==> config.mk <==
export PLATFORM = sky130hd
export DESIGN_NAME = waiting_queue_with_promote
export DESIGN_NICKNAME = d
export VERILOG_FILES = /design/src/hw/rtl/wqp_pkg.sv /design/src/hw/rtl/waiting_queue_with_promote.sv /design/src/hw/rtl/wqp_core.sv
export VERILOG_INCLUDE_DIRS = /design/src /design/src/hw/rtl
export SDC_FILE = /design/constraint.sdc
export NUM_CORES = 1
export LEC_CHECK = 0
export BUFFER_PORTS_ARGS = -buffer_cell sky130_fd_sc_hd__buf_2
export CAP_MARGIN = 0
export CORE_ASPECT_RATIO = 1.2
export CORE_UTILIZATION = 35
export CTS_CLUSTER_DIAMETER = 60
export CTS_CLUSTER_SIZE = 30
export DETAILED_ROUTE_END_ITERATION = 6
export GPL_ROUTABILITY_DRIVEN = 0
export PLACE_DENSITY_LB_ADDON = 0.2
export SETUP_SLACK_MARGIN = 0.05
export SLEW_MARGIN = 10
export SYNTH_ARGS = -nofsm -noshare
export SYNTH_HDL_FRONTEND = slang
export SYNTH_SLANG_ARGS = --single-unit
export TNS_END_PERCENT = 10
==> constraint.sdc <==
create_clock -name clk -period 7.3 [get_ports clk]
set_clock_uncertainty 0.1 [all_clocks]
set_input_delay 1.095 -clock clk [delete_from_list [all_inputs] [get_ports clk]]
set_output_delay 1.095 -clock clk [all_outputs]
set_load 0.02 [all_outputs]
==> src/hw/rtl/assert_macros.svh <==
// Assertion macros used by the top level of the waiting queue.
`ifndef ASSERT_MACROS_SVH
`define ASSERT_MACROS_SVH

// Property that holds at every clock edge outside reset.
`define WQP_ASSERT(lbl, clk, rst_n, prop, msg) \
    lbl: assert property (@(posedge clk) disable iff (!rst_n) (prop)) else $error(msg);

// Antecedent at one edge implies consequent at the next edge.
`define WQP_ASSERT_NEXT(lbl, clk, rst_n, ante, cons, msg) \
    lbl: assert property (@(posedge clk) disable iff (!rst_n) (ante) |=> (cons)) \
        else $error(msg);

`endif

==> src/hw/rtl/wqp_pkg.sv <==
// Shared constants, codes and types of the waiting queue.
`timescale 1ns / 1ps
`default_nettype none

package wqp_pkg;

    localparam int DEPTH    = 16;
    localparam int ID_BITS  = 16;
    localparam int ADDR_W   = $clog2(DEPTH);
    localparam int CNT_W    = $clog2(DEPTH + 1);
    localparam int REQ_W    = 2;
    localparam int IN_ID_W  = 16;
    localparam int OUT_ID_W = 16;
    localparam int STAT_W   = 3;
    localparam int OCC_W    = 5;

    typedef enum logic [REQ_W-1:0] {
        REQ_APPEND  = 2'd0,
        REQ_REMOVE  = 2'd1,
        REQ_PROMOTE = 2'd2,
        REQ_NONE    = 2'd3
    } req_t;

    typedef enum logic [STAT_W-1:0] {
        ST_DONE      = 3'd0,
        ST_FULL      = 3'd1,
        ST_EMPTY     = 3'd2,
        ST_NOT_FOUND = 3'd3,
        ST_AT_HEAD   = 3'd4
    } status_t;

    typedef enum logic [2:0] {
        S_IDLE,
        S_RD,
        S_CHK,
        S_SWAP,
        S_DONE
    } state_t;

    typedef struct packed {
        logic idle;
        logic res_valid;
    } core_ctl_t;

    typedef struct packed {
        status_t              status;
        logic [OCC_W-1:0]     occupancy;
        logic [OUT_ID_W-1:0]  head_id;
    } res_t;

endpackage

`default_nettype wire

==> src/hw/rtl/waiting_queue_with_promote.sv <==
// Top level of the waiting queue: request channel, result register, checks.
// Usage:
//   Request channel: req_type and client_id, taken at a clock edge where
//   in_valid is high and in_stall is low. in_stall stays high while a
//   request is being worked on; one request is in flight at a time.
//   Result channel: status, occupancy and head_id, one beat per request,
//   taken where out_valid is high and out_stall is low.
// Request handling (n = entries held before the request):
//   append, rejected requests and code 3 go straight to the result.
//   remove scans n-1 entries; promote scans up to n-1 entries, then swaps.
//   Every step of the scan is one store read and one compare.
//   The sequencer returns to idle as the result moves to the output
//   register, so a new request can be taken while a result waits there.
// Reset clears the queue to empty and drops any pending result. If the
// receiver stalls, the result holds and the sequencer waits with the next
// result until the output register frees up.
`timescale 1ns / 1ps
`default_nettype none
`include "assert_macros.svh"

module waiting_queue_with_promote (
    input  wire logic                          clk,
    input  wire logic                          rst_n,
    input  wire logic                          in_valid,
    output      logic                          in_stall,
    input  wire logic [wqp_pkg::REQ_W-1:0]     req_type,
    input  wire logic [wqp_pkg::IN_ID_W-1:0]   client_id,
    output      logic                          out_valid,
    input  wire logic                          out_stall,
    output      logic [wqp_pkg::STAT_W-1:0]    status,
    output      logic [wqp_pkg::OCC_W-1:0]     occupancy,
    output      logic [wqp_pkg::OUT_ID_W-1:0]  head_id
);

    wqp_pkg::core_ctl_t  ctl;
    wqp_pkg::res_t       res;
    logic                res_ready;
    logic                start;
    logic                out_valid_reg, out_valid_next;
    wqp_pkg::res_t       out_res_reg, out_res_next;

    assign in_stall  = !ctl.idle;
    assign start     = in_valid && ctl.idle;
    assign res_ready = !out_valid_reg || !out_stall;

    wqp_core u_core (
        .clk       (clk),
        .rst_n     (rst_n),
        .start     (start),
        .req_type  (req_type),
        .client_id (client_id),
        .res_ready (res_ready),
        .ctl       (ctl),
        .res       (res)
    );

    always_comb
    begin
        out_valid_next = out_valid_reg;
        out_res_next   = out_res_reg;
        if (res_ready)
        begin
            out_valid_next = ctl.res_valid;
            if (ctl.res_valid)
            begin
                out_res_next = res;
            end
        end
    end

    always_ff @(posedge clk or negedge rst_n)
    begin
        if (!rst_n)
        begin
            out_valid_reg <= 1'b0;
        end
        else
        begin
            out_valid_reg <= out_valid_next;
        end
    end

    always_ff @(posedge clk)
    begin
        out_res_reg <= out_res_next;
    end

    assign out_valid = out_valid_reg;
    assign status    = out_res_reg.status;
    assign occupancy = out_res_reg.occupancy;
    assign head_id   = out_res_reg.head_id;

    `WQP_ASSERT_NEXT(a_busy_after_accept, clk, rst_n, in_valid && !in_stall, in_stall, "sequencer did not go busy after a request beat")
    `WQP_ASSERT(a_occ_bound, clk, rst_n, !out_valid || (occupancy <= wqp_pkg::OCC_W'(wqp_pkg::DEPTH)), "occupancy above depth")
    `WQP_ASSERT(a_empty_result, clk, rst_n, !out_valid || (status != wqp_pkg::ST_EMPTY) || ((occupancy == '0) && (head_id == '0)), "empty status with entries held")
    `WQP_ASSERT(a_full_result, clk, rst_n, !out_valid || (status != wqp_pkg::ST_FULL) || (occupancy == wqp_pkg::OCC_W'(wqp_pkg::DEPTH)), "full status with room left")

endmodule

`default_nettype wire

==> src/hw/rtl/wqp_core.sv <==
// Queue store and request sequencer: the scan reads and compares one entry per step.
`timescale 1ns / 1ps
`default_nettype none

module wqp_core (
    input  wire logic                         clk,
    input  wire logic                         rst_n,
    input  wire logic                         start,
    input  wire logic [wqp_pkg::REQ_W-1:0]    req_type,
    input  wire logic [wqp_pkg::IN_ID_W-1:0]  client_id,
    input  wire logic                         res_ready,
    output wqp_pkg::core_ctl_t                ctl,
    output wqp_pkg::res_t                     res
);

    wqp_pkg::state_t                   state_reg, state_next;
    wqp_pkg::req_t                     req_reg, req_next;
    wqp_pkg::status_t                  status_reg, status_next;
    logic [wqp_pkg::ID_BITS-1:0]       id_reg, id_next;
    logic [wqp_pkg::ID_BITS-1:0]       prev_reg, prev_next;
    logic [wqp_pkg::ID_BITS-1:0]       head_reg, head_next;
    logic [wqp_pkg::CNT_W-1:0]         count_reg, count_next;
    logic [wqp_pkg::ADDR_W-1:0]        addr_reg, addr_next;
    logic [wqp_pkg::ID_BITS-1:0]       rd_data_reg;

    logic [wqp_pkg::ID_BITS-1:0]       mem [wqp_pkg::DEPTH];

    logic                              wr_en;
    logic [wqp_pkg::ADDR_W-1:0]        wr_addr;
    logic [wqp_pkg::ID_BITS-1:0]       wr_data;

    wqp_pkg::req_t                     req_in;
    logic [wqp_pkg::ID_BITS-1:0]       id_in;
    logic                              need_scan;
    logic                              last;
    logic                              match;

    assign req_in = wqp_pkg::req_t'(req_type);
    assign id_in  = wqp_pkg::ID_BITS'(client_id);

    // remove with more than one entry shifts; promote past the head scans
    assign need_scan = (count_reg > wqp_pkg::CNT_W'(1)) &&
                       ((req_in == wqp_pkg::REQ_REMOVE) ||
                        ((req_in == wqp_pkg::REQ_PROMOTE) && (head_reg != id_in)));
    assign last  = (wqp_pkg::CNT_W'(addr_reg) + wqp_pkg::CNT_W'(1)) == count_reg;
    assign match = (rd_data_reg == id_reg);

    always_ff @(posedge clk)
    begin
        if (wr_en)
        begin
            mem[wr_addr] <= wr_data;
        end
        rd_data_reg <= mem[addr_reg];
    end

    always_ff @(posedge clk or negedge rst_n)
    begin
        if (!rst_n)
        begin
            state_reg <= wqp_pkg::S_IDLE;
            count_reg <= '0;
        end
        else
        begin
            state_reg <= state_next;
            count_reg <= count_next;
        end
    end

    always_ff @(posedge clk)
    begin
        req_reg    <= req_next;
        status_reg <= status_next;
        id_reg     <= id_next;
        prev_reg   <= prev_next;
        head_reg   <= head_next;
        addr_reg   <= addr_next;
    end

    always_comb
    begin
        state_next = state_reg;
        case (state_reg)
            wqp_pkg::S_IDLE:
            begin
                if (start)
                begin
                    state_next = need_scan ? wqp_pkg::S_RD : wqp_pkg::S_DONE;
                end
            end
            wqp_pkg::S_RD:
            begin
                state_next = wqp_pkg::S_CHK;
            end
            wqp_pkg::S_CHK:
            begin
                if (req_reg == wqp_pkg::REQ_PROMOTE && match)
                begin
                    state_next = wqp_pkg::S_SWAP;
                end
                else
                begin
                    state_next = last ? wqp_pkg::S_DONE : wqp_pkg::S_RD;
                end
            end
            wqp_pkg::S_SWAP:
            begin
                state_next = wqp_pkg::S_DONE;
            end
            wqp_pkg::S_DONE:
            begin
                if (res_ready)
                begin
                    state_next = wqp_pkg::S_IDLE;
                end
            end
            default:
            begin
                state_next = wqp_pkg::S_IDLE;
            end
        endcase
    end

    always_comb
    begin
        req_next    = req_reg;
        status_next = status_reg;
        id_next     = id_reg;
        prev_next   = prev_reg;
        head_next   = head_reg;
        count_next  = count_reg;
        addr_next   = addr_reg;
        wr_en       = 1'b0;
        wr_addr     = addr_reg;
        wr_data     = rd_data_reg;
        case (state_reg)
            wqp_pkg::S_IDLE:
            begin
                if (start)
                begin
                    req_next    = req_in;
                    id_next     = id_in;
                    status_next = wqp_pkg::ST_DONE;
                    case (req_in)
                        wqp_pkg::REQ_APPEND:
                        begin
                            if (count_reg == wqp_pkg::CNT_W'(wqp_pkg::DEPTH))
                            begin
                                status_next = wqp_pkg::ST_FULL;
                            end
                            else
                            begin
                                wr_en   = 1'b1;
                                wr_addr = count_reg[wqp_pkg::ADDR_W-1:0];
                                wr_data = id_in;
                                if (count_reg == '0)
                                begin
                                    head_next = id_in;
                                end
                                count_next = count_reg + wqp_pkg::CNT_W'(1);
                            end
                        end
                        wqp_pkg::REQ_REMOVE:
                        begin
                            if (count_reg == '0)
                            begin
                                status_next = wqp_pkg::ST_EMPTY;
                            end
                            else if (count_reg == wqp_pkg::CNT_W'(1))
                            begin
                                count_next = '0;
                            end
                            else
                            begin
                                addr_next = wqp_pkg::ADDR_W'(1);
                            end
                        end
                        wqp_pkg::REQ_PROMOTE:
                        begin
                            if (count_reg == '0)
                            begin
                                status_next = wqp_pkg::ST_NOT_FOUND;
                            end
                            else if (head_reg == id_in)
                            begin
                                status_next = wqp_pkg::ST_AT_HEAD;
                            end
                            else
                            begin
                                status_next = wqp_pkg::ST_NOT_FOUND;
                                prev_next   = head_reg;
                                addr_next   = wqp_pkg::ADDR_W'(1);
                            end
                        end
                        default:
                        begin
                        end
                    endcase
                end
            end
            wqp_pkg::S_CHK:
            begin
                if (req_reg == wqp_pkg::REQ_REMOVE)
                begin
                    // shift entry forward by one place
                    wr_en   = 1'b1;
                    wr_addr = addr_reg - wqp_pkg::ADDR_W'(1);
                    wr_data = rd_data_reg;
                    if (addr_reg == wqp_pkg::ADDR_W'(1))
                    begin
                        head_next = rd_data_reg;
                    end
                    if (last)
                    begin
                        count_next = count_reg - wqp_pkg::CNT_W'(1);
                    end
                    else
                    begin
                        addr_next = addr_reg + wqp_pkg::ADDR_W'(1);
                    end
                end
                else if (match)
                begin
                    // first half of the swap: predecessor moves back
                    wr_en       = 1'b1;
                    wr_addr     = addr_reg;
                    wr_data     = prev_reg;
                    status_next = wqp_pkg::ST_DONE;
                    if (addr_reg == wqp_pkg::ADDR_W'(1))
                    begin
                        head_next = id_reg;
                    end
                end
                else
                begin
                    prev_next = rd_data_reg;
                    if (!last)
                    begin
                        addr_next = addr_reg + wqp_pkg::ADDR_W'(1);
                    end
                end
            end
            wqp_pkg::S_SWAP:
            begin
                wr_en   = 1'b1;
                wr_addr = addr_reg - wqp_pkg::ADDR_W'(1);
                wr_data = id_reg;
            end
            default:
            begin
            end
        endcase
    end

    assign ctl.idle      = (state_reg == wqp_pkg::S_IDLE);
    assign ctl.res_valid = (state_reg == wqp_pkg::S_DONE);

    assign res.status    = status_reg;
    assign res.occupancy = wqp_pkg::OCC_W'(count_reg);
    assign res.head_id   = (count_reg == '0) ? '0 : wqp_pkg::OUT_ID_W'(head_reg);

endmodule

`default_nettype wire
==> results of run 1 <==
-- Yosys cell counts, drive strengths merged (3+ instances only) --
master | instances | area [µm²]
edfxtp | 337 | 10100
mux4 | 80 | 1800
nand2 | 76 | 288
nor2 | 36 | 135
o21ai | 35 | 175
clkbuf | 33 | 124
a31oi | 30 | 188
nor3 | 24 | 131
xnor2 | 23 | 201
buf | 21 | 111
nor2b | 21 | 131
mux2i | 19 | 190
xor2 | 18 | 158
dfxtp | 16 | 320
inv | 16 | 62.6
nand3 | 12 | 60.1
a22o | 11 | 96.3
nor4 | 11 | 83.8
a21oi | 10 | 65.1
o211ai | 10 | 75.1
dfrtp | 9 | 225
o22ai | 9 | 56.3
ha | 7 | 87.6
nand2b | 7 | 43.8
nand4 | 7 | 43.8
a221oi | 4 | 47.6
and3 | 4 | 30.0
a221o | 3 | 30.0
a22oi | 3 | 22.5
nor3b | 3 | 33.8
nor4b | 3 | 26.3
-- layout make-up --
class | count | area (µm²)
inverters | 16 | 62.6
clock inverters | 19 | 255
fillers | 3933 | 26100
flip-flops and latches | 362 | 10700
well taps | 559 | 699
clock buffers | 33 | 741
repair buffers | 94 | 588
multi-input cells | 506 | 4710
-- cell families (layout without fill, tap and decap cells) --
kind of cell / after synthesis / after routing / synth area share, %
flops: 362 / 362 / 68.5
compound gates: 142 / 142 / 6.55
simple gates: 216 / 216 / 7.17
buf+inv: 70 / 162 / 1.91
mux: 99 / 99 / 12.8
fa+ha+maj: 7 / 7 / 0.563
xor+xnor: 42 / 42 / 2.46
-- per-stage QoR --
| step | cell area, µm² | power, W | hold WS (ps) |
|---|---|---|---|
| final | 17700 | 0.00745 | 271 |
| after global routing | 17700 | 0.00787 | 264 |
| after CTS | 17700 | 0.00756 | 247 |
| after detailed placement | 16700 | 0.00591 | 306 |
| after global placement | 16700 | 0.00586 | 303 |
| after floorplan | 15600 | 0.00492 | 300 |
-- how the worst min path moves through the flow --
stage                         startpoint                  end  slack, ps  cells after the start
finish                             rst_n  u_core.count_reg[3]        270                      1
global route                       rst_n  u_core.count_reg[3]        260                      1
CTS                                rst_n  u_core.count_reg[3]        250                      1
detailed placement  u_core.status_reg[2]            status[2]        310                      0
global placement    u_core.status_reg[2]            status[2]        300                      0
floorplan           u_core.status_reg[0]            status[0]        300                      0
-- worst register-to-register path, cell delays in order, from the launching register on --
cell and delay (ps):
dfrtp_1 630, inv_1 250, ha_1 300, nand4bb_1 280, and3_4 470, nor2_1 160
a221oi_2 880, nor3_2 210, buf_4 270
-- power by group --
| part | switching (W) | internal [W] |
|---|---|---|
| logic | 0.00151 | 0.000857 |
| clock network | 0.000846 | 0.000792 |
| registers | 0.000297 | 0.00315 |
| total | 0.00266 | 0.00480 |
-- metal layers --
metal / vias up / wire [µm] / share of wire [%]
met5: - / 0 / 0
met3: 37 / 1390 / 3.9
li1: 3901 / - / -
met4: 0 / 665 / 1.9
met2: 168 / 17200 / 48
met1: 4330 / 16500 / 46
==> qor.yml, run 1 <==
detailed_routing:
  first_pass_iters: 5
  vias: 8436
  wire_per_inst_um: 22.5
  drc: 0
  ant_nets: 0
  vias_per_cell: 5.31
  routed_wl_mm: 35.8
  drtIter0Drc: 701
placement:
  port_buffers: 47
  hpwl_mm: 24.2
  dp_cells: 1536
  pre_cts_ws_ps: 3340
sta:
  setup_ws_ps: 3520
  fin_setup_tns_ps: 0
  hold_viol_final: 0
  slew_headroom_pct: 28.4
  setup_viol: 0
  max_freq_mhz: 265
  fin_crit_ps: 3780
  worstMarginPinSlew_ps: 1070
  final_max_slew_viol_count: 0
  rsz0062_at_grt: "false"
  fin_crit_sh_pct: 51.7
cts:
  ctsHoldBuffers: 0
  cts_setup_buffers: 0
  cts_buffer_depth: 3
  htreeDepth: 1
  clock-sinks: 362
  cts_resized: 0
  cts_tree: "built"
  cts_root_buf: "clkbuf_16"
  clock_latency_ps: 580
  path_clk_slew_ps: 80
  cts_buffers: 28
grt:
  grt_use_total_pct: 16.1
  gr-total-overflow: 0
  grt_use_met3_pct: 2.19
  antenna_found_initial: 0
  grt_pass1_vias: 8802
  grt_use_met1_pct: 22.1
  grt_max_degree: 73
  grt_most_used_layer: "met2"
  use_met2_pct: 26.8
  grt_pass1_wl_mm: 55.4
floorplanning:
  initial_utilization_pct: 35.5
  io_pins: 48
  die_w_um: 194
  die_h_um: 233
  coreArea_mm2: 0.0438
  die_area_mm2: 0.0453
  rows: 84
worst_setup_path:
  crit_chain: "inv_1 > ha_1 > nand4bb_1 > and3_4 > nor2_1 > a221oi_2 > nor3_2 > buf_4"
  crit_type: "flop to flop"
  worstSetupPathDepth: 8
  cp_data_required_time_ps: 7530
  rr_worst_depth: 8
  critPathTopFamily: "simple AND/OR/NAND/NOR gates"
  r2r_setup_slack_ps: 3520
  cpMaxStageDelayCell: "a221oi_2"
  path_buf_inv: 2
  start_kind: "flop"
  startpoint: "u_core.count_reg[0]"
  endpoint_kind: "flop"
  cp-endpoint: "u_core.mem[7][10]"
  arrival_ps: 4010
  reg2reg_from: "u_core.count_reg[0]"
  r2r_end: "u_core.mem[7][10]"
  max_stage_delay_ps: 880
  cp_max_fo: 21
synth:
  syn_nets: 967
  synth.yosys.seq_area_share_pct: 68.5
  async_flop_share_pct: 2.49
  netlist-cell-type-count: 73
  synth-edff-count: 337
  netlist_area_mm2: 0.0156
  ys_ff_latch: 362
  avgSynthCellArea_um2: 16.6
  synth_ff_type: "edfxtp_1"
  syn_inst: 938
  yosys_warnings: 0
layout:
  nNetsFinal: 1037
  layoutNonFillerInstCount: 1589
  final_common_cell: "edfxtp_1"
  diodes: 0
  top_register: "u_core.mem"
  final_core_util_pct: 40.4
  drive_above_1_share_pct: 25.0
  largest_register_ffs: 256
  layout_common_cells: "edfxtp_1 (337), mux4_2 (80), nand2_1 (75)"
  area_growth_pct: 13.9
flow_run:
  drv_cap: 0
hold_path:
  hold_path.class: "input pin to async pin"
power:
  p_leak_nw: 5.79
  power_per_cell_area_mw_per_mm2: 421
  max-vdd-ir-drop_uv: 243
outcome:
  status: "completed"
Power figures use the tool's default switching activity.
==> run 2, diff against run 1 <==
--- a/config.mk
+++ b/config.mk
@@ -6,6 +6,7 @@
 export SDC_FILE = /design/constraint.sdc
 export NUM_CORES = 1
 export LEC_CHECK = 0
+export ABC_AREA = 1
 export BUFFER_PORTS_ARGS = -buffer_cell sky130_fd_sc_hd__buf_2
 export CAP_MARGIN = 0
 export CORE_ASPECT_RATIO = 1.2
==> constraint.sdc (replaced) <==
create_clock -name clk -period 3.1 [get_ports clk]
set_clock_uncertainty 0.1 [all_clocks]
set_input_delay 0.465 -clock clk [delete_from_list [all_inputs] [get_ports clk]]
set_output_delay 0.465 -clock clk [all_outputs]
set_load 0.02 [all_outputs]
==> run 2 against run 1 <==
- clock power is 120% higher
- sequential share of layout area is 1.4 points lower
- routed wire length is 16% higher
- critical path depth is 2 higher
- register-to-register slack worse by 3300 ps
- sequential cell count stayed put
- via count is 29% higher
- combinational power is 150% higher
- non-clock buffer count is 33 higher
- global-route usage is 2.0 points higher
- synthesized cell count is 55% higher
- largest cell class unchanged
==> qor.yml, run 2 <==
sta:
  fin_crit_sh_pct: 91.5  # +40 points
  hold_viol_final: 0  # unchanged
  worstMarginPinSlew_ps: 876  # -199 ps
  fin_crit_ps: 2840  # -939 ps
  setup_viol: 0  # unchanged
  slew_headroom_pct: 41.6  # +13 points
  fin_setup_tns_ps: 0  # unchanged
  final_max_slew_viol_count: 0  # unchanged
  rsz0062_at_grt: "true"
  max_freq_mhz: 353  # +33%
worst_setup_path:
  cpMaxStageDelayCell: "dfrtp_1"
  critPathTopFamily: "simple AND/OR/NAND/NOR gates"
  crit_type: "flop to flop"
  start_kind: "flop"
  worstSetupPathDepth: 10  # +2
  cp_data_required_time_ps: 3300  # -4230 ps
  path_buf_inv: 3  # +1
  cp-endpoint: "u_core.mem[13][2]"
  startpoint: "u_core.count_reg[0]"
  crit_top_cell: "nand2_1"
  r2r_setup_slack_ps: 260  # -3260 ps
  arrival_ps: 3030  # -980 ps
  reg2reg_from: "u_core.count_reg[0]"
  max_stage_delay_ps: 520  # -360 ps
  cp_max_fo: 16  # -24%
  crit_chain: "inv_1 > ha_1 > nand3_1 > nand3_4 > buf_4 > nand2_1 > nand2_1 > nand2_1 > o211ai_1 > buf_4"
  endpoint_kind: "flop"
  rr_worst_depth: 10  # +2
  r2r_end: "u_core.mem[13][2]"
detailed_routing:
  wire_per_inst_um: 19.3  # -15%
  vias: 10900  # +29%
  first_pass_iters: 5  # unchanged
  drc: 0  # unchanged
  ant_nets: 0  # unchanged
  drtIter0Drc: 927  # +32%
  routed_wl_mm: 41.5  # +16%
  vias_per_cell: 5.05  # -4.9%
layout:
  drive_above_1_share_pct: 14.1  # -11 points
  largest_register_ffs: 256  # unchanged
  layout_common_cells: "edfxtp_1 (337), nand2_1 (276), o21ai_0 (186)"
  nNetsFinal: 1560  # +50%
  final_common_cell: "edfxtp_1"
  top_register: "u_core.mem"
  diodes: 0  # unchanged
  final_core_util_pct: 40.5  # +0.11 points
  area_growth_pct: 14.6
grt:
  grt_use_met1_pct: 24.4  # +2.4 points
  grt_pass1_wl_mm: 64.0  # +16%
  grt_use_met3_pct: 1.66  # -0.52 points
  grt_use_total_pct: 18.1  # +2.0 points
  grt_most_used_layer: "met2"
  use_met2_pct: 30.9  # +4.1 points
  grt_pass1_vias: 10400  # +18%
  grt_max_degree: 108  # +48%
  antenna_found_initial: 0  # unchanged
  gr-total-overflow: 0  # unchanged
floorplanning:
  die_h_um: 235  # +0.89%
  initial_utilization_pct: 35.4  # -0.12 points
  die_area_mm2: 0.0461  # +1.8%
  coreArea_mm2: 0.0448  # +2.2%
  rows: 85  # +1.2%
  die_w_um: 196  # +0.89%
  io_pins: 48  # unchanged
synth:
  syn_nets: 1482  # +53%
  synth-edff-count: 337  # unchanged
  yosys_warnings: 0  # unchanged
  synth.area.top_cells: "edfxtp_1 (64%), nand2_1 (6.5%), o21ai_0 (5.9%)"
  synth.yosys.seq_area_share_pct: 67.3  # -1.2 points
  netlist_area_mm2: 0.0158  # +1.8%
  synth_top_area_share_pct: 63.9  # -1.2 points
  syn_inst: 1453  # +55%
  netlist-cell-type-count: 40  # -45%
  avgSynthCellArea_um2: 10.9  # -34%
  async_flop_share_pct: 2.49  # unchanged
  synth_common_cells: "edfxtp_1 (337), nand2_1 (276), nor2_1 (188)"
  synth_ff_type: "edfxtp_1"
  ys_ff_latch: 362  # unchanged
  synth.most_common_cell: "edfxtp_1"
  synth_area_leader_cell: "edfxtp_1"
power:
  p_leak_nw: 6.73  # +16%
  power_per_cell_area_mw_per_mm2: 933  # +120%
  max-vdd-ir-drop_uv: 365  # +50%
cts:
  clock-sinks: 362  # unchanged
  cts_buffer_depth: 3  # unchanged
  htreeDepth: 1  # unchanged
  cts_root_buf: "clkbuf_16"
  cts_buffers: 23  # -18%
  cts_tree: "built"
  clock_latency_ps: 570  # about the same
  path_clk_slew_ps: 90  # about the same
hold_path:
  hold_path.class: "input pin to flop"
placement:
  hpwl_mm: 27.1  # +12%
  port_buffers: 47  # unchanged
outcome:
  status: "completed"
flow_run:
  drv_cap: 0  # unchanged
==> run 2: cell types whose count changed after synthesis, moves of 30 or more <==
cell / previous run / this run
nand2_1: 75 / 276
nor2_1: 36 / 188
o21ai_0: 35 / 186
inv_1: 15 / 110
mux4_2: 80 / 0
o22ai_1: 9 / 58
a21oi_1: 8 / 38
a31oi_1: 30 / 0
==> run 2: final cells by class <==
class | instances | area [µm²]
clock buffers | 24 | 579
clock inverters | 18 | 278
fillers | 4283 | 26600
inverters | 121 | 455
multi-input cells | 896 | 4470
flip-flops and latches | 362 | 10700
well taps | 609 | 762
repair buffers | 127 | 948
==> run 2: metrics by stage <==
step           setup WS, ps  total power, W  cell area (µm²)  cells  hold WS, ps
2_1_floorplan          30.2          0.0109            15800   1453         69.4
3_3_place_gp            115          0.0135            17200   2105          238
3_5_place_dp           89.2          0.0136            17200   2105          239
4_1_cts                55.1          0.0171            18100   2157         8.49
5_1_grt                17.9          0.0179            18200   2157         24.2
6_report                263          0.0169            18200   2157         33.5
==> run 2: layer usage <==
layer,wire [µm],up-vias
met3,1730,47
met2,20300,272
met4,973,0
li1,-,5262
met1,18600,5307
met5,0,-
==> run 2: cell families after synthesis <==
logic type / Yosys count / share of synthesized area [%]
compound gates: 357 / 13.2
xor+xnor: 7 / 0.387
fa+ha+maj: 7 / 0.553
buf+inv: 195 / 4.89
flops: 362 / 67.3
simple gates: 525 / 13.6
==> run 2: timing repair <==
| item | 4_1_cts | 5_1_grt |
|---|---|---|
| hold buffers | 10 | 0 |
| setup endpoints to repair | 0 | 47 |
| gates resized for setup | 0 | 1 |
| endpoints found under the hold margin | 18 | 0 |
| buffers inserted | 0 | 0 |
==> run 2: how the worst min path moves through the flow <==
stage / depth (start not counted) / slack [ps] / start / end
finish: 1 / 30 / client_id[10] / u_core.id_reg[10]
global route: 1 / 20 / client_id[10] / u_core.id_reg[10]
CTS: 1 / 8 / client_id[10] / u_core.id_reg[10]
detailed placement: 1 / 240 / rst_n / u_core.count_reg[1]
global placement: 1 / 240 / rst_n / u_core.count_reg[4]
floorplan: 0 / 70 / rst_n / out_valid
==> run 2: where the power goes <==
part | total, W | internal [W] | switching (W) | leakage, nW
clock | 0.00353 | 0.00161 | 0.00192 | 0.404
sequential | 0.00754 | 0.00710 | 0.000438 | 3.33
combinational | 0.00586 | 0.00173 | 0.00413 | 2.99
total | 0.0169 | 0.0104 | 0.00649 | 6.73
==> run 3, diff against run 2 <==
--- a/config.mk
+++ b/config.mk
@@ -20,5 +20,6 @@
 export SLEW_MARGIN = 10
 export SYNTH_ARGS = -nofsm -noshare
 export SYNTH_HDL_FRONTEND = slang
+export SYNTH_HIERARCHICAL = 1
 export SYNTH_SLANG_ARGS = --single-unit
 export TNS_END_PERCENT = 10
==> run 3 against run 2 <==
- first-iteration DRC count shrank 6.3%
- sequential cell count stayed put
- power increased by 4.5%
- cell area is 2.2% higher
- non-clock buffer count grew 5
- worst setup slack lost 6.2 ps
- critical endpoint is now u_core/mem[12][0]
==> qor.yml, run 3 <==
synth:
  async_flop_share_pct: 2.49  # unchanged
  ys_ff_latch: 362  # unchanged
  synth.yosys.seq_area_share_pct: 66.5  # -0.78 points
  synth.area.top_cells: "edfxtp_1 (63%), nand2_1 (7.1%), o21ai_0 (6.0%)"
  netlist-cell-type-count: 43  # +7.5%
  avgSynthCellArea_um2: 10.7  # -1.8%
  netlist_area_mm2: 0.0160  # +1.2%
  synth-edff-count: 337  # unchanged
  yosys_warnings: 6  # +6
  synth.most_common_cell: "edfxtp_1"
  synth_common_cells: "edfxtp_1 (337), nand2_1 (304), o21ai_0 (192)"
  synth_ff_type: "edfxtp_1"
  synth_area_leader_cell: "edfxtp_1"
  syn_inst: 1497  # +3.0%
  synth_top_area_share_pct: 63.1  # -0.74 points
  syn_nets: 1526  # +3.0%
layout:
  layoutNonFillerInstCount: 2216  # +2.7%
  regArea_mm2: 0.0107  # unchanged
  drive_above_1_share_pct: 14.9  # +0.79 points
  largest_register_ffs: 256  # unchanged
  layout_common_cells: "edfxtp_1 (337), nand2_1 (304), o21ai_0 (192)"
  area_growth_pct: 15.7
  nNetsFinal: 1614  # +3.5%
  n_fill_cell: 4342  # +1.4%
  multi_input_comb_area_mm2: 0.00458  # +2.5%
  top_register: "u_core/mem"
  final_common_cell: "edfxtp_1"
  diodes: 0  # unchanged
floorplanning:
  die_h_um: 236  # +0.58%
  initial_utilization_pct: 35.6  # +0.24 points
  die_area_mm2: 0.0467  # +1.2%
  die_w_um: 197  # +0.58%
  rows: 85  # unchanged
  io_pins: 48  # unchanged
  coreArea_mm2: 0.0450  # +0.48%
worst_setup_path:
  crit_type: "flop to flop"
  cpMaxStageDelayCell: "dfrtp_1"
  cp_max_fo: 11  # -5
  start_kind: "flop"
  cp_data_required_time_ps: 3280  # -20 ps
  endpoint_kind: "flop"
  critPathTopFamily: "simple AND/OR/NAND/NOR gates"
  max_stage_delay_ps: 430  # -90 ps
  crit_chain: "nor2_1 > nand2_4 > inv_4 > nand2_1 > inv_1 > nand3_4 > nand2_4 > nand3_4 > nand2_1 > nand2_1 > inv_1 > nand3_1 > nor2_2 > buf_4"
  arrival_ps: 3020  # about the same
  crit_top_cell: "nand2_1"
  path_buf_inv: 4  # +1
sta:
  setup_viol: 0  # unchanged
  slew_headroom_pct: 51.7  # +10 points
  max_freq_mhz: 352  # -0.22%
  final_max_slew_viol_count: 0  # unchanged
  fin_crit_ps: 2840  # +6.15 ps
  fin_setup_tns_ps: 0  # unchanged
  fin_hold_ws_ps: 23.5  # -10.1 ps
  fin_crit_sh_pct: 91.7  # +0.20 points
  hold_viol_final: 0  # unchanged
  setup_ws_ps: 257  # -6.15 ps
  worstMarginPinSlew_ps: 724  # -152 ps
  rsz0062_at_grt: "true"
detailed_routing:
  vias_per_cell: 5.05  # about the same
  vias: 11200  # +2.8%
  met3WireLength_mm: 1.65  # -4.5%
  first_pass_iters: 5  # unchanged
  wire_per_inst_um: 19.4  # +0.95%
  drc: 0  # unchanged
  ant_nets: 0  # unchanged
  drtIter0Drc: 869  # -6.3%
  met1_length_mm: 19.0  # +2.5%
  met2_length_mm: 21.4  # +5.7%
  route.top_layer_used: "met4"
  routed_wl_mm: 43.1  # +3.7%
cts:
  clock-sinks: 362  # unchanged
  cts_buffers: 29  # +26%
  cts_tree: "built"
  cts_setup_buffers: 0  # unchanged
  cts_buffer_depth: 3  # unchanged
  cts_resized: 0  # unchanged
  cts_root_buf: "clkbuf_16"
  clock_latency_ps: 600  # +30 ps
  htreeDepth: 1  # unchanged
  path_clk_slew_ps: 100  # about the same
flow_run:
  drv_cap: 0  # unchanged
placement:
  pre_cts_ws_ps: 277  # +188 ps
  port_buffers: 47  # unchanged
  hpwl_mm: 28.3  # +4.3%
  dp_cells: 2148  # +2.0%
power:
  max-vdd-ir-drop_uv: 429  # +18%
  power_per_cell_area_mw_per_mm2: 954  # +2.2%
  p_leak_nw: 6.93  # +3.0%
grt:
  antenna_found_initial: 0  # unchanged
  grt_use_total_pct: 18.5  # +0.40 points
  grt_pass1_wl_mm: 66.0  # +3.2%
  grt_max_degree: 138  # +28%
  gr-total-overflow: 0  # unchanged
  grt_pass1_vias: 10900  # +4.7%
outcome:
  status: "completed"
hold_path:
  hold_path.class: "input pin to flop"
run 3: final cells by class:
cell class / instances / share of cell area (%)
clock inverters: 23 / 1.94
well taps: 609 / 4.11
inverters: 131 / 2.68
flip-flops and latches: 362 / 57.5
clock buffers: 30 / 3.93
repair buffers: 132 / 5.18
multi-input cells: 929 / 24.7
run 3: stage by stage:
step	total power, W	cell area, µm²	util (%)
floorplan	0.0110	16000	-
global placement	0.0136	17300	38.5
detailed placement	0.0137	17300	38.5
CTS	0.0179	18600	41.2
global route	0.0187	18600	41.2
finish	0.0177	18600	41.2
run 3: repair_timing:
item | in CTS | in global routing
hold endpoints to repair | 23 | 0
hold buffers | 15 | 0
setup endpoints to repair | 0 | 1
run 3: cells by family after synthesis:
family | count (synthesis) | share of synthesized area (%)
xor+xnor | 8 | 0.437
compound gates | 334 | 11.9
flops | 362 | 66.5
fa+ha+maj | 7 | 0.546
simple gates | 580 | 15.4
buf+inv | 206 | 5.20
run 3: power breakdown:
part           internal, W  switching, W  total (W)
Clock              0.00197       0.00224    0.00421
Sequential         0.00705      0.000372    0.00742
Combinational      0.00162       0.00444    0.00606
Total               0.0106       0.00706     0.0177
run 3: final timing paths:
path,slack [ps],endpoint,cells after the start,startpoint
worst max-delay path,260,u_core/mem[12][0],14,u_core/state_reg[0]
worst min-delay path,20,u_core/id_reg[3],1,client_id[3]
worst max register to register,260,u_core/mem[12][0],14,u_core/state_reg[0]
worst min register to register,330,status[0],0,u_core/status_reg[0]
max in group asynchronous,2520,u_core/count_reg[1],2,rst_n
min in group asynchronous,170,out_valid,2,rst_n
run 3: metal layers:
metal  vias up  GRT usage, %
met2       257          32.3
li1       5392             -
met3        54          1.69
met4         0          5.03
met5         -             0
met1      5486          24.4
